<file path="config.mk">
export PLATFORM = sky130hd
export DESIGN_NAME = sha256_stream_hasher_core
export DESIGN_NICKNAME = d
export VERILOG_FILES = /design/src/design/sha256sh_pkg.sv /design/src/design/sha256sh_round.sv /design/src/design/sha256_stream_hasher_core.sv
export SDC_FILE = /design/constraint.sdc
export NUM_CORES = 2
export LEC_CHECK = 0
export ABC_AREA = 1
export BUFFER_PORTS_ARGS = -buffer_cell sky130_fd_sc_hd__buf_4
export CAP_MARGIN = 20
export CORE_MARGIN = 1.5
export CORE_UTILIZATION = 59
export CTS_CLUSTER_DIAMETER = 50
export DETAILED_ROUTE_END_ITERATION = 16
export PLACE_DENSITY = 0.75
export RECOVER_POWER = 100
export SLEW_MARGIN = 15
export SYNTH_ARGS = -nofsm -noshare
export SYNTH_HDL_FRONTEND = slang
export SYNTH_SLANG_ARGS = --single-unit
</file>
<file path="constraint.sdc">
create_clock -name clk -period 14.4 [get_ports clk]
set_input_delay 1.44 -clock clk [delete_from_list [all_inputs] [get_ports clk]]
set_output_delay 1.44 -clock clk [all_outputs]
set_load 0.02 [all_outputs]
</file>
<file path="src/design/sha256sh_pkg.sv">
// sha256sh_pkg: shared types and constants for the SHA-256 stream hasher.
// Holds the word and hash types, the round constants and the initial hash.
// No dependencies; used by sha256sh_round and sha256_stream_hasher_core.
package sha256sh_pkg;

    localparam int WORD_W = 32;
    localparam int BYTE_W = 8;
    localparam int BLK_W  = 512;   // one 64-byte message block

    typedef logic [WORD_W-1:0] word_t;
    typedef logic [BYTE_W-1:0] byte_t;

    // Eight working or chaining words, index 0 is H0 / a
    typedef word_t [0:7] hash_t;

    // Message schedule taps relative to the current round word w[t]
    typedef struct packed {
        word_t w0;    // w[t]
        word_t w1;    // w[t+1]
        word_t w9;    // w[t+9]
        word_t w14;   // w[t+14]
    } sched_taps_t;

    localparam byte_t      PAD_MARK = 8'h80;
    localparam logic [5:0] LEN_POS  = 6'd56;
    localparam logic [5:0] LAST_POS = 6'd63;
    localparam logic [5:0] LAST_RND = 6'd63;
    localparam logic [2:0] LAST_IDX = 3'd7;

    localparam hash_t INIT_HASH = {
        32'h6a09e667, 32'hbb67ae85, 32'h3c6ef372, 32'ha54ff53a,
        32'h510e527f, 32'h9b05688c, 32'h1f83d9ab, 32'h5be0cd19
    };

    localparam word_t ROUND_K [64] = '{
        32'h428a2f98, 32'h71374491, 32'hb5c0fbcf, 32'he9b5dba5,
        32'h3956c25b, 32'h59f111f1, 32'h923f82a4, 32'hab1c5ed5,
        32'hd807aa98, 32'h12835b01, 32'h243185be, 32'h550c7dc3,
        32'h72be5d74, 32'h80deb1fe, 32'h9bdc06a7, 32'hc19bf174,
        32'he49b69c1, 32'hefbe4786, 32'h0fc19dc6, 32'h240ca1cc,
        32'h2de92c6f, 32'h4a7484aa, 32'h5cb0a9dc, 32'h76f988da,
        32'h983e5152, 32'ha831c66d, 32'hb00327c8, 32'hbf597fc7,
        32'hc6e00bf3, 32'hd5a79147, 32'h06ca6351, 32'h14292967,
        32'h27b70a85, 32'h2e1b2138, 32'h4d2c6dfc, 32'h53380d13,
        32'h650a7354, 32'h766a0abb, 32'h81c2c92e, 32'h92722c85,
        32'ha2bfe8a1, 32'ha81a664b, 32'hc24b8b70, 32'hc76c51a3,
        32'hd192e819, 32'hd6990624, 32'hf40e3585, 32'h106aa070,
        32'h19a4c116, 32'h1e376c08, 32'h2748774c, 32'h34b0bcb5,
        32'h391c0cb3, 32'h4ed8aa4a, 32'h5b9cca4f, 32'h682e6ff3,
        32'h748f82ee, 32'h78a5636f, 32'h84c87814, 32'h8cc70208,
        32'h90befffa, 32'ha4506ceb, 32'hbef9a3f7, 32'hc67178f2
    };

endpackage

</file>
<file path="src/design/sha256sh_round.sv">
// sha256sh_round: one SHA-256 compression round plus one schedule word.
// Combinational; the top level registers its results every round cycle.
// Depends on sha256sh_pkg.
module sha256sh_round (
    input  sha256sh_pkg::hash_t       v,
    input  sha256sh_pkg::word_t       k,
    input  sha256sh_pkg::sched_taps_t taps,
    output sha256sh_pkg::hash_t       v_new,
    output sha256sh_pkg::word_t       w_new
);

    function automatic sha256sh_pkg::word_t rotr(input sha256sh_pkg::word_t x, input int n);
        return (x >> n) | (x << (sha256sh_pkg::WORD_W - n));
    endfunction

    sha256sh_pkg::word_t big0;
    sha256sh_pkg::word_t big1;
    sha256sh_pkg::word_t ch;
    sha256sh_pkg::word_t maj;
    sha256sh_pkg::word_t t1;
    sha256sh_pkg::word_t s0;
    sha256sh_pkg::word_t s1;

    // Round function
    assign big1 = rotr(v[4], 6) ^ rotr(v[4], 11) ^ rotr(v[4], 25);
    assign ch   = (v[4] & v[5]) ^ (~v[4] & v[6]);
    assign t1   = v[7] + big1 + ch + k + taps.w0;
    assign big0 = rotr(v[0], 2) ^ rotr(v[0], 13) ^ rotr(v[0], 22);
    assign maj  = (v[0] & v[1]) ^ (v[0] & v[2]) ^ (v[1] & v[2]);

    always_comb
    begin
        v_new[0] = t1 + big0 + maj;
        v_new[1] = v[0];
        v_new[2] = v[1];
        v_new[3] = v[2];
        v_new[4] = v[3] + t1;
        v_new[5] = v[4];
        v_new[6] = v[5];
        v_new[7] = v[6];
    end

    // Schedule: w[t+16] from the sliding window
    assign s0    = rotr(taps.w1, 7) ^ rotr(taps.w1, 18) ^ (taps.w1 >> 3);
    assign s1    = rotr(taps.w14, 17) ^ rotr(taps.w14, 19) ^ (taps.w14 >> 10);
    assign w_new = s1 + taps.w9 + s0 + taps.w0;

endmodule

</file>
<file path="src/design/sha256_stream_hasher_core.sv">
// sha256_stream_hasher_core: byte-stream SHA-256 with padding and digest output.
// Top level; instantiates sha256sh_round, uses sha256sh_pkg.
//
//   channel | handshake         | beat fields
//   --------+-------------------+-------------------------------------------
//   in      | in_valid/in_ready | data_byte, byte_present, end_of_message
//   out     | out_valid/out_ready| digest_word, word_index, last_word
//
// Message bytes go into the block shifter; the 64th byte of a block starts a
// compression (the rounds of the one shared round unit, then a fold into the chain).
// At end of message the padding bytes go through the same byte shifter, one a
// cycle, with one or two more compressions, then 8 output beats.
// in_ready is high only while idle; out stalls hold the digest words as they are.
// Reset (rst_n low) loads the initial hash and clears the byte count.
module sha256_stream_hasher_core (
    input  logic        clk,
    input  logic        rst_n,
    input  logic        in_valid,
    output logic        in_ready,
    input  logic [7:0]  data_byte,
    input  logic        byte_present,
    input  logic        end_of_message,
    output logic        out_valid,
    input  logic        out_ready,
    output logic [31:0] digest_word,
    output logic [2:0]  word_index,
    output logic        last_word
);

    typedef enum logic [2:0] {ST_IDLE, ST_PAD, ST_COMP, ST_FOLD, ST_OUT} state_t;

    state_t               state_reg, state_next;
    logic [5:0]           fill_reg, fill_next;
    logic [5:0]           round_reg, round_next;
    logic [2:0]           idx_reg, idx_next;
    logic [63:0]          byte_total_reg, byte_total_next;
    sha256sh_pkg::hash_t  h_reg, h_next;
    logic                 fin_reg, fin_next;
    logic                 mark_reg, mark_next;
    logic                 len_ok_reg, len_ok_next;

    logic [sha256sh_pkg::BLK_W-1:0] blk_reg;
    logic [63:0]                    len_reg;
    sha256sh_pkg::hash_t            v_reg;

    logic                     in_fire;
    logic                     out_fire;
    logic                     byte_load;
    logic                     len_slot;
    sha256sh_pkg::byte_t      pad_byte;
    sha256sh_pkg::byte_t      shift_byte;
    sha256sh_pkg::sched_taps_t taps;
    sha256sh_pkg::hash_t      v_new;
    sha256sh_pkg::word_t      w_new;

    // Handshakes
    assign in_ready    = (state_reg == ST_IDLE);
    assign out_valid   = (state_reg == ST_OUT);
    assign in_fire     = in_valid && in_ready;
    assign out_fire    = out_valid && out_ready;
    assign digest_word = h_reg[idx_reg];
    assign word_index  = idx_reg;
    assign last_word   = (idx_reg == sha256sh_pkg::LAST_IDX);

    // Padding byte: mark, then zeros, then the length in the last eight slots
    assign len_slot   = mark_reg && len_ok_reg && (fill_reg >= sha256sh_pkg::LEN_POS);
    assign pad_byte   = !mark_reg ? sha256sh_pkg::PAD_MARK :
                        (len_slot ? len_reg[63:56] : 8'h00);
    assign shift_byte = (state_reg == ST_IDLE) ? data_byte : pad_byte;
    assign byte_load  = (in_fire && byte_present) || (state_reg == ST_PAD);

    // Schedule window taps: word j sits at the top of the block shifter
    assign taps.w0  = blk_reg[511:480];
    assign taps.w1  = blk_reg[479:448];
    assign taps.w9  = blk_reg[223:192];
    assign taps.w14 = blk_reg[63:32];

    sha256sh_round u_round (
        .v     (v_reg),
        .k     (sha256sh_pkg::ROUND_K[round_reg]),
        .taps  (taps),
        .v_new (v_new),
        .w_new (w_new)
    );

    // Sequencer next state
    always_comb
    begin
        state_next      = state_reg;
        fill_next       = fill_reg;
        round_next      = round_reg;
        idx_next        = idx_reg;
        byte_total_next = byte_total_reg;
        h_next          = h_reg;
        fin_next        = fin_reg;
        mark_next       = mark_reg;
        len_ok_next     = len_ok_reg;
        case (state_reg)
            ST_IDLE:
            begin
                if (in_fire)
                begin
                    if (byte_present)
                    begin
                        byte_total_next = byte_total_reg + 64'd1;
                        fill_next       = fill_reg + 6'd1;
                    end
                    if (end_of_message)
                    begin
                        fin_next    = 1'b1;
                        mark_next   = 1'b0;
                        len_ok_next = 1'b0;
                    end
                    if (byte_present && (fill_reg == sha256sh_pkg::LAST_POS))
                    begin
                        state_next = ST_COMP;
                        round_next = 6'd0;
                    end
                    else if (end_of_message)
                    begin
                        state_next = ST_PAD;
                    end
                end
            end
            ST_PAD:
            begin
                fill_next = fill_reg + 6'd1;
                if (!mark_reg)
                begin
                    mark_next   = 1'b1;
                    len_ok_next = (fill_reg < sha256sh_pkg::LEN_POS);
                end
                if (fill_reg == sha256sh_pkg::LAST_POS)
                begin
                    state_next = ST_COMP;
                    round_next = 6'd0;
                end
            end
            ST_COMP:
            begin
                round_next = round_reg + 6'd1;
                if (round_reg == sha256sh_pkg::LAST_RND)
                    state_next = ST_FOLD;
            end
            ST_FOLD:
            begin
                for (int i = 0; i < 8; i++)
                    h_next[i] = h_reg[i] + v_reg[i];
                if (!fin_reg)
                    state_next = ST_IDLE;
                else if (len_ok_reg)
                begin
                    state_next = ST_OUT;
                    idx_next   = 3'd0;
                end
                else
                begin
                    // last data block or overflow block done; the next one carries the length
                    state_next = ST_PAD;
                    if (mark_reg)
                        len_ok_next = 1'b1;
                end
            end
            ST_OUT:
            begin
                if (out_fire)
                begin
                    idx_next = idx_reg + 3'd1;
                    if (idx_reg == sha256sh_pkg::LAST_IDX)
                    begin
                        h_next          = sha256sh_pkg::INIT_HASH;
                        byte_total_next = 64'd0;
                        fin_next        = 1'b0;
                        state_next      = ST_IDLE;
                    end
                end
            end
            default:
            begin
                state_next = ST_IDLE;
            end
        endcase
    end

    // Control state and chaining value
    always_ff @(posedge clk or negedge rst_n)
    begin
        if (!rst_n)
        begin
            state_reg      <= ST_IDLE;
            fill_reg       <= 6'd0;
            round_reg      <= 6'd0;
            idx_reg        <= 3'd0;
            byte_total_reg <= 64'd0;
            h_reg          <= sha256sh_pkg::INIT_HASH;
            fin_reg        <= 1'b0;
            mark_reg       <= 1'b0;
            len_ok_reg     <= 1'b0;
        end
        else
        begin
            state_reg      <= state_next;
            fill_reg       <= fill_next;
            round_reg      <= round_next;
            idx_reg        <= idx_next;
            byte_total_reg <= byte_total_next;
            h_reg          <= h_next;
            fin_reg        <= fin_next;
            mark_reg       <= mark_next;
            len_ok_reg     <= len_ok_next;
        end
    end

    // Datapath: block shifter / schedule window, bit length, working words
    always_ff @(posedge clk)
    begin
        if (byte_load)
            blk_reg <= {blk_reg[sha256sh_pkg::BLK_W-9:0], shift_byte};
        else if (state_reg == ST_COMP)
            blk_reg <= {blk_reg[sha256sh_pkg::BLK_W-33:0], w_new};

        if (in_fire && end_of_message)
            len_reg <= (byte_total_reg + {63'd0, byte_present}) << 3;
        else if ((state_reg == ST_PAD) && len_slot)
            len_reg <= {len_reg[55:0], 8'h00};

        if ((state_next == ST_COMP) && (state_reg != ST_COMP))
            v_reg <= h_reg;
        else if (state_reg == ST_COMP)
            v_reg <= v_new;
    end

endmodule

</file>
After elaboration in Yosys (flattened, before gate mapping)
Memories as Yosys holds them, arrays and structs flattened.
Index checks and enable logic that the tools add are counted.
Widths: inputs -> output; s select.
{"block": "op_classes", "mux": 56, "n_addsub": 23, "n_eq_ne": 19, "reduce_logical": 27, "bitwise": 29, "n_lt_le_gt_ge": 4}
{"operator": "$mux 256", "n": 4}
{"operator": "$mux 512", "n": 2}
{"operator": "$add 32x32->32", "n": 18}
{"operator": "$pmux 256 s2", "n": 1}
{"operator": "$mux 64", "n": 6}
{"operator": "$xor 32x32->32", "n": 9}
{"operator": "$and 32x32->32", "n": 5}
{"operator": "$mux 32", "n": 4}
{"operator": "$pmux 64 s2", "n": 1}
{"operator": "$bmux 32 s3", "n": 1}
{"operator": "$add 64x1->64 const B", "n": 1}
{"operator": "$add 61x1->61", "n": 1}
{"operator": "$mux 3", "n": 12}
{"operator": "$not 32->32", "n": 1}
{"operator": "$or 10x32->32", "n": 1}
{"operator": "$or 13x32->32", "n": 1}
{"operator": "$or 14x32->32", "n": 1}
{"operator": "$or 15x32->32", "n": 1}
{"operator": "$or 19x32->32", "n": 1}
{"operator": "$or 21x32->32", "n": 1}
{"operator": "$or 25x32->32", "n": 1}
{"operator": "$or 26x32->32", "n": 1}
{"operator": "$or 30x32->32", "n": 1}
{"operator": "$or 7x32->32", "n": 1}
{"operator": "other kinds (34)", "n": 82}
{"block": "word_totals", "mem_count": 1, "in_bits": 14, "rom_bits": 2048, "ff_bits": 1170, "output_inout_bits": 38}
{"memory": "(no name shown)", "depth": 64, "width": 32, "rd": 1, "rd_clocked_by_memory_dff": 0, "wr": 0, "line_no": "sha256_stream_hasher_core.sv:80", "text": ".k (sha256sh_pkg::ROUND_K[round_reg]),"}

Logic depth before layout (Yosys ltp)
{"block": "logic_depth", "ltp_word": 11, "depth_mapped": 37, "mapped_depth_nobuf": 36}

Hierarchy
From an unflattened synthesis, not the netlist that was laid out.
{"block": "hier_totals", "cells_unflattened": 12293, "hier_area_um2": 90197.8}
{"module": "sha256_stream_hasher_core", "area_each_um2": 73241.5, "cells_each": 9852, "n_inst": 1, "seq_area_each_um2": 33522.2}
{"module": "sha256sh_round", "area_each_um2": 16956.3, "cells_each": 2441, "n_inst": 1, "seq_area_each_um2": 0.0}

Least setup slack after synthesis
OpenSTA, ideal clock, no wires.
{"block": "synth_timing", "kind": "input port to flip-flop", "from": "input port out_ready", "to": "register blk_reg[0] (netlist bit), enable pin", "t_arrival_ns": 10.639, "n_path_buf": 2, "setup_slack_ns": 0.097, "stages": 10, "path_cell_list": "nor2_2 -> nor3_4 -> nand2_4 -> inv_2 -> nand2_2 -> nand2_2 -> inv_2 -> buf_2 -> buf_2 -> nand2_1"}
{"element": "start: declaration", "line_no": "sha256_stream_hasher_core.sv:24", "text": "input logic out_ready,"}
{"element": "end signal: assignment", "line_no": "sha256_stream_hasher_core.sv:218", "text": "blk_reg <= {blk_reg[sha256sh_pkg::BLK_W-9:0], shift_byte};"}
{"element": "end signal: assignment", "line_no": "sha256_stream_hasher_core.sv:220", "text": "blk_reg <= {blk_reg[sha256sh_pkg::BLK_W-33:0], w_new};"}
{"element": "end: declaration", "line_no": "sha256_stream_hasher_core.sv:42", "text": "logic [sha256sh_pkg::BLK_W-1:0] blk_reg;"}

Worst setup path after layout
{"block": "layout_timing", "from": "register idx_reg[1], in the netlist word_index[1]", "to": "register h_reg[156] (netlist bit)"}
{"block": "layout_via", "elab_chain_cells": 3}
{"element": "start: declaration", "line_no": "sha256_stream_hasher_core.sv:35", "text": "logic [2:0] idx_reg, idx_next;"}
{"element": "start signal: assignment", "line_no": "sha256_stream_hasher_core.sv:205", "text": "idx_reg <= idx_next;"}
{"element": "$eq 3x3->1", "line_no": "sha256_stream_hasher_core.sv:169", "text": "if (idx_reg == sha256sh_pkg::LAST_IDX)"}
{"element": "$ne 2x1->1 (no line)"}
{"element": "$reduce_and 3->1 (no line)"}
{"element": "end signal: assignment", "line_no": "sha256_stream_hasher_core.sv:195", "text": "h_reg <= sha256sh_pkg::INIT_HASH;"}
{"element": "end signal: assignment", "line_no": "sha256_stream_hasher_core.sv:207", "text": "h_reg <= h_next;"}
{"element": "end: declaration", "line_no": "sha256_stream_hasher_core.sv:37", "text": "sha256sh_pkg::hash_t h_reg, h_next;"}
No other way between the ends.
A chain may end at the register's enable or synchronous reset.

==> results.py <==
metrics = {
    "yosys": {
        "synth_edf_count": 829,
        "synth_top_cell_by_area": "edfxtp_1",
        "synth-main-ff-cell": "edfxtp_1",
        "ys_seq_area_share_pct": 40.0,
        "syn-num-nets": 11200,
        "synth_top_area_share_pct": 29.7,
        "synth.area.top_cells": "edfxtp_1 30%, nand2_1 13%, ha_1 6.1%",
        "syn_avg_cell_area_um2": 7.92,
        "synth_cell_type_count": 67,
        "synth_cells": 10600,
        "synthArstFlopShare_pct": 29.0,
        "ys_warn_count": 0,
        "ys_ff_latch": 1167,
        "syn_area_um2": 83700,
    },
    "routing": {
        "drcViolationCount": 0,
        "drt_first_pass_iters": 8,
        "vias_per_cell": 6.33,
        "antenna_left": 0,
        "wirelength_um": 338000,
        "drt-initial-drc-count": 11400,
        "via_count": 78700,
        "wl_per_cell_um": 27.2,
    },
    "hold_path": {
        "whs_endpoint": "fill_reg[5]",
        "min_path_cells": 1,
        "hp-start": "fill_reg[5]",
        "hold_class": "register to register",
    },
    "setup_path": {
        "r2r_start": "word_index[1]",
        "rr_worst_depth": 12,
        "crit_path_max_fanout": 114,
        "critPathLaunch": "word_index[1]",
        "cp_data_arrival_time_ns": 12.18,
        "cp.required_ns": 14.90,
        "start_kind": "register",
        "critPathKind": "register to register",
        "reg2reg_to": "h_reg[156]",
        "r2r_slack_ns": 2.72,
        "crit_path_end_kind": "register",
    },
    "floorplanning": {
        "die_w_um": 380,
        "ios": 52,
        "core_um2": 141000,
        "die-area_um2": 144000,
        "row_count": 138,
        "start_util_pct": 59.3,
        "die_y_um": 380,
    },
    "final_layout": {
        "drive_gt1_share_pct": 4.78,
        "instances_no_fill": 12400,
        "fin_nets": 11000,
        "fin_area_um2": 90200,
        "fin_util_pct": 63.8,
        "area_growth_pct": 7.70,
        "largest_reg_flops": 512,
    },
    "cts": {
        "ctsHoldBuffers": 0,
        "ctsHtreeMaxLevel": 4,
        "clock_path_buffers": 3,
        "cts_tree": "yes",
        "cts_setup_buffers": 0,
        "clkTransAtPathRegs_ns": 0.06,
        "clk_latency_ns": 0.83,
        "cts_buffers": 156,
        "clock_sinks": 1167,
        "cts-resized-gates": 0,
        "cts-root-buf": "clkbuf_16",
    },
    "timing": {
        "tightest_slew_ns": 8.73,
        "period_share_pct": 81.1,
        "slew_violations": 1762,
        "setup_tns_ns": 0,
        "relSlewSlack_pct": -482,
        "rsz0062_at_grt": "false",
        "report.final.hold_viol_count": 0,
        "clock_skew_ns": 0.0569,
        "setup-violations-final": 0,
        "max_freq_ghz": 0.0857,
        "fin_crit_ns": 11.68,
    },
    "global_route": {
        "grt_pass1_vias": 75700,
        "antenna_found_initial": 21,
        "gr-total-overflow": 0,
        "grt_pass1_wl_um": 492000,
        "track_usage_pct": 46.1,
        "grt_max_degree": 207,
    },
    "place": {
        "place_congestion": 1.10,
        "placed_cell_area_um2": 85300,
        "placedCellCount": 12100,
        "dp_hpwl_um": 257000,
        "io_buffers": 51,
    },
    "outcome": {
        "violations": "max-capacitance violations, max-slew violations",
        "status": "finished, violations left",
    },
    "flow_run": {
        "cap_violations": 30,
    },
}
## critical path, stage by stage, from the launching register on
cell and delay, ns:
dfrtp_2 0.34, clkbuf_1 2.17, ha_1 0.46, ha_1 0.23, nor2_1 0.11, nor2_2 0.12
clkbuf_1 0.78, inv_1 0.99, nand3_1 0.37, nand2_1 1.26, inv_8 1.27, clkbuf_1 2.67
o22ai_1 0.25
## synthesized netlist by cell type (all sizes together) (6+ instances only)
cell,number
a211oi,8
a21boi,41
a21o,46
a21oi,709
a221oi,16
a22oi,13
a31oi,69
buf,143
clkbuf,301
dfrtp,202
dfstp,136
edfxtp,829
fa,195
ha,406
inv,1276
maj3,30
mux2i,21
nand2,2935
nand3,368
nand3b,17
nand4,109
nor2,673
nor3,133
nor4,30
o2111ai,7
o211ai,30
o21a,38
o21ai,1014
o21bai,57
o221a,11
o221ai,19
o22ai,126
o311ai,6
o31ai,14
or2,26
xnor2,210
xor2,271
## area by class of cell
cell class / count / area, µm²
Sequential cell: 1167 / 33500
Clock buffer: 195 / 4090
Clock inverter: 90 / 1110
Multi-Input combinational cell: 7677 / 43500
Fill cell: 11800 / 51100
Antenna cell: 11 / 27.5
Tap cell: 1890 / 2360
Timing Repair Buffer: 124 / 761
Inverter: 1280 / 4820
## cells by family (layout without fill, tap and decap cells)
logic type	count (synthesis)	after routing	share of synthesized area (%)
AO/OA/AOI/OAI	2244	2244	14.8
XOR/XNOR	481	481	5.03
adder cells (fa/ha/maj)	631	631	11.1
buffers and inverters	1724	1689	7.95
flip-flops	1167	1167	40.0
multiplexers	21	21	0.251
other	0	11	0
AND/OR/NAND/NOR	4300	4300	20.8
## through the flow
stage	hold WS, ns	setup WS, ns
after global routing	0.506	2.79
after detailed placement	0.466	6.06
after global placement	0.462	5.97
after CTS	0.479	6.03
after floorplan	0.445	0.0966
final	0.483	2.72
## worst max path at each step
stage / endpoint / slack (ns)
final: h_reg[156] / 2.72
after global routing: h_reg[159] / 2.79
after floorplan: blk_reg[0] / 0.1
after CTS: v_reg[245] / 6.03
after global placement: v_reg[246] / 5.97
after detailed placement: v_reg[246] / 6.06
## cells in the final DEF, fill, tap and decap left out, types with 109 or more instances in the layout
master and instances:
a21oi_1 709, clkbuf_16 157, dfrtp_1 200, dfstp_2 136, edfxtp_1 829, fa_1 195, ha_1 406, inv_1 1261
nand2_1 2933, nand3_1 368, nand4_1 109, nor2_1 666, nor3_1 131, o21ai_0 1007, o22ai_1 126, xnor2_1 210
xor2_1 271
## layer usage
metal	GRT usage, %	up-vias	share of wire [%]
met1	57.2	37000	36
met4	32.6	24	8.9
met5	0	-	0.051
li1	-	34900	-
met3	12.1	1354	12
met2	70.1	5481	43
Power is not shown: default switching activity piles up to over one toggle a cycle in this logic, so the estimate is an artifact.
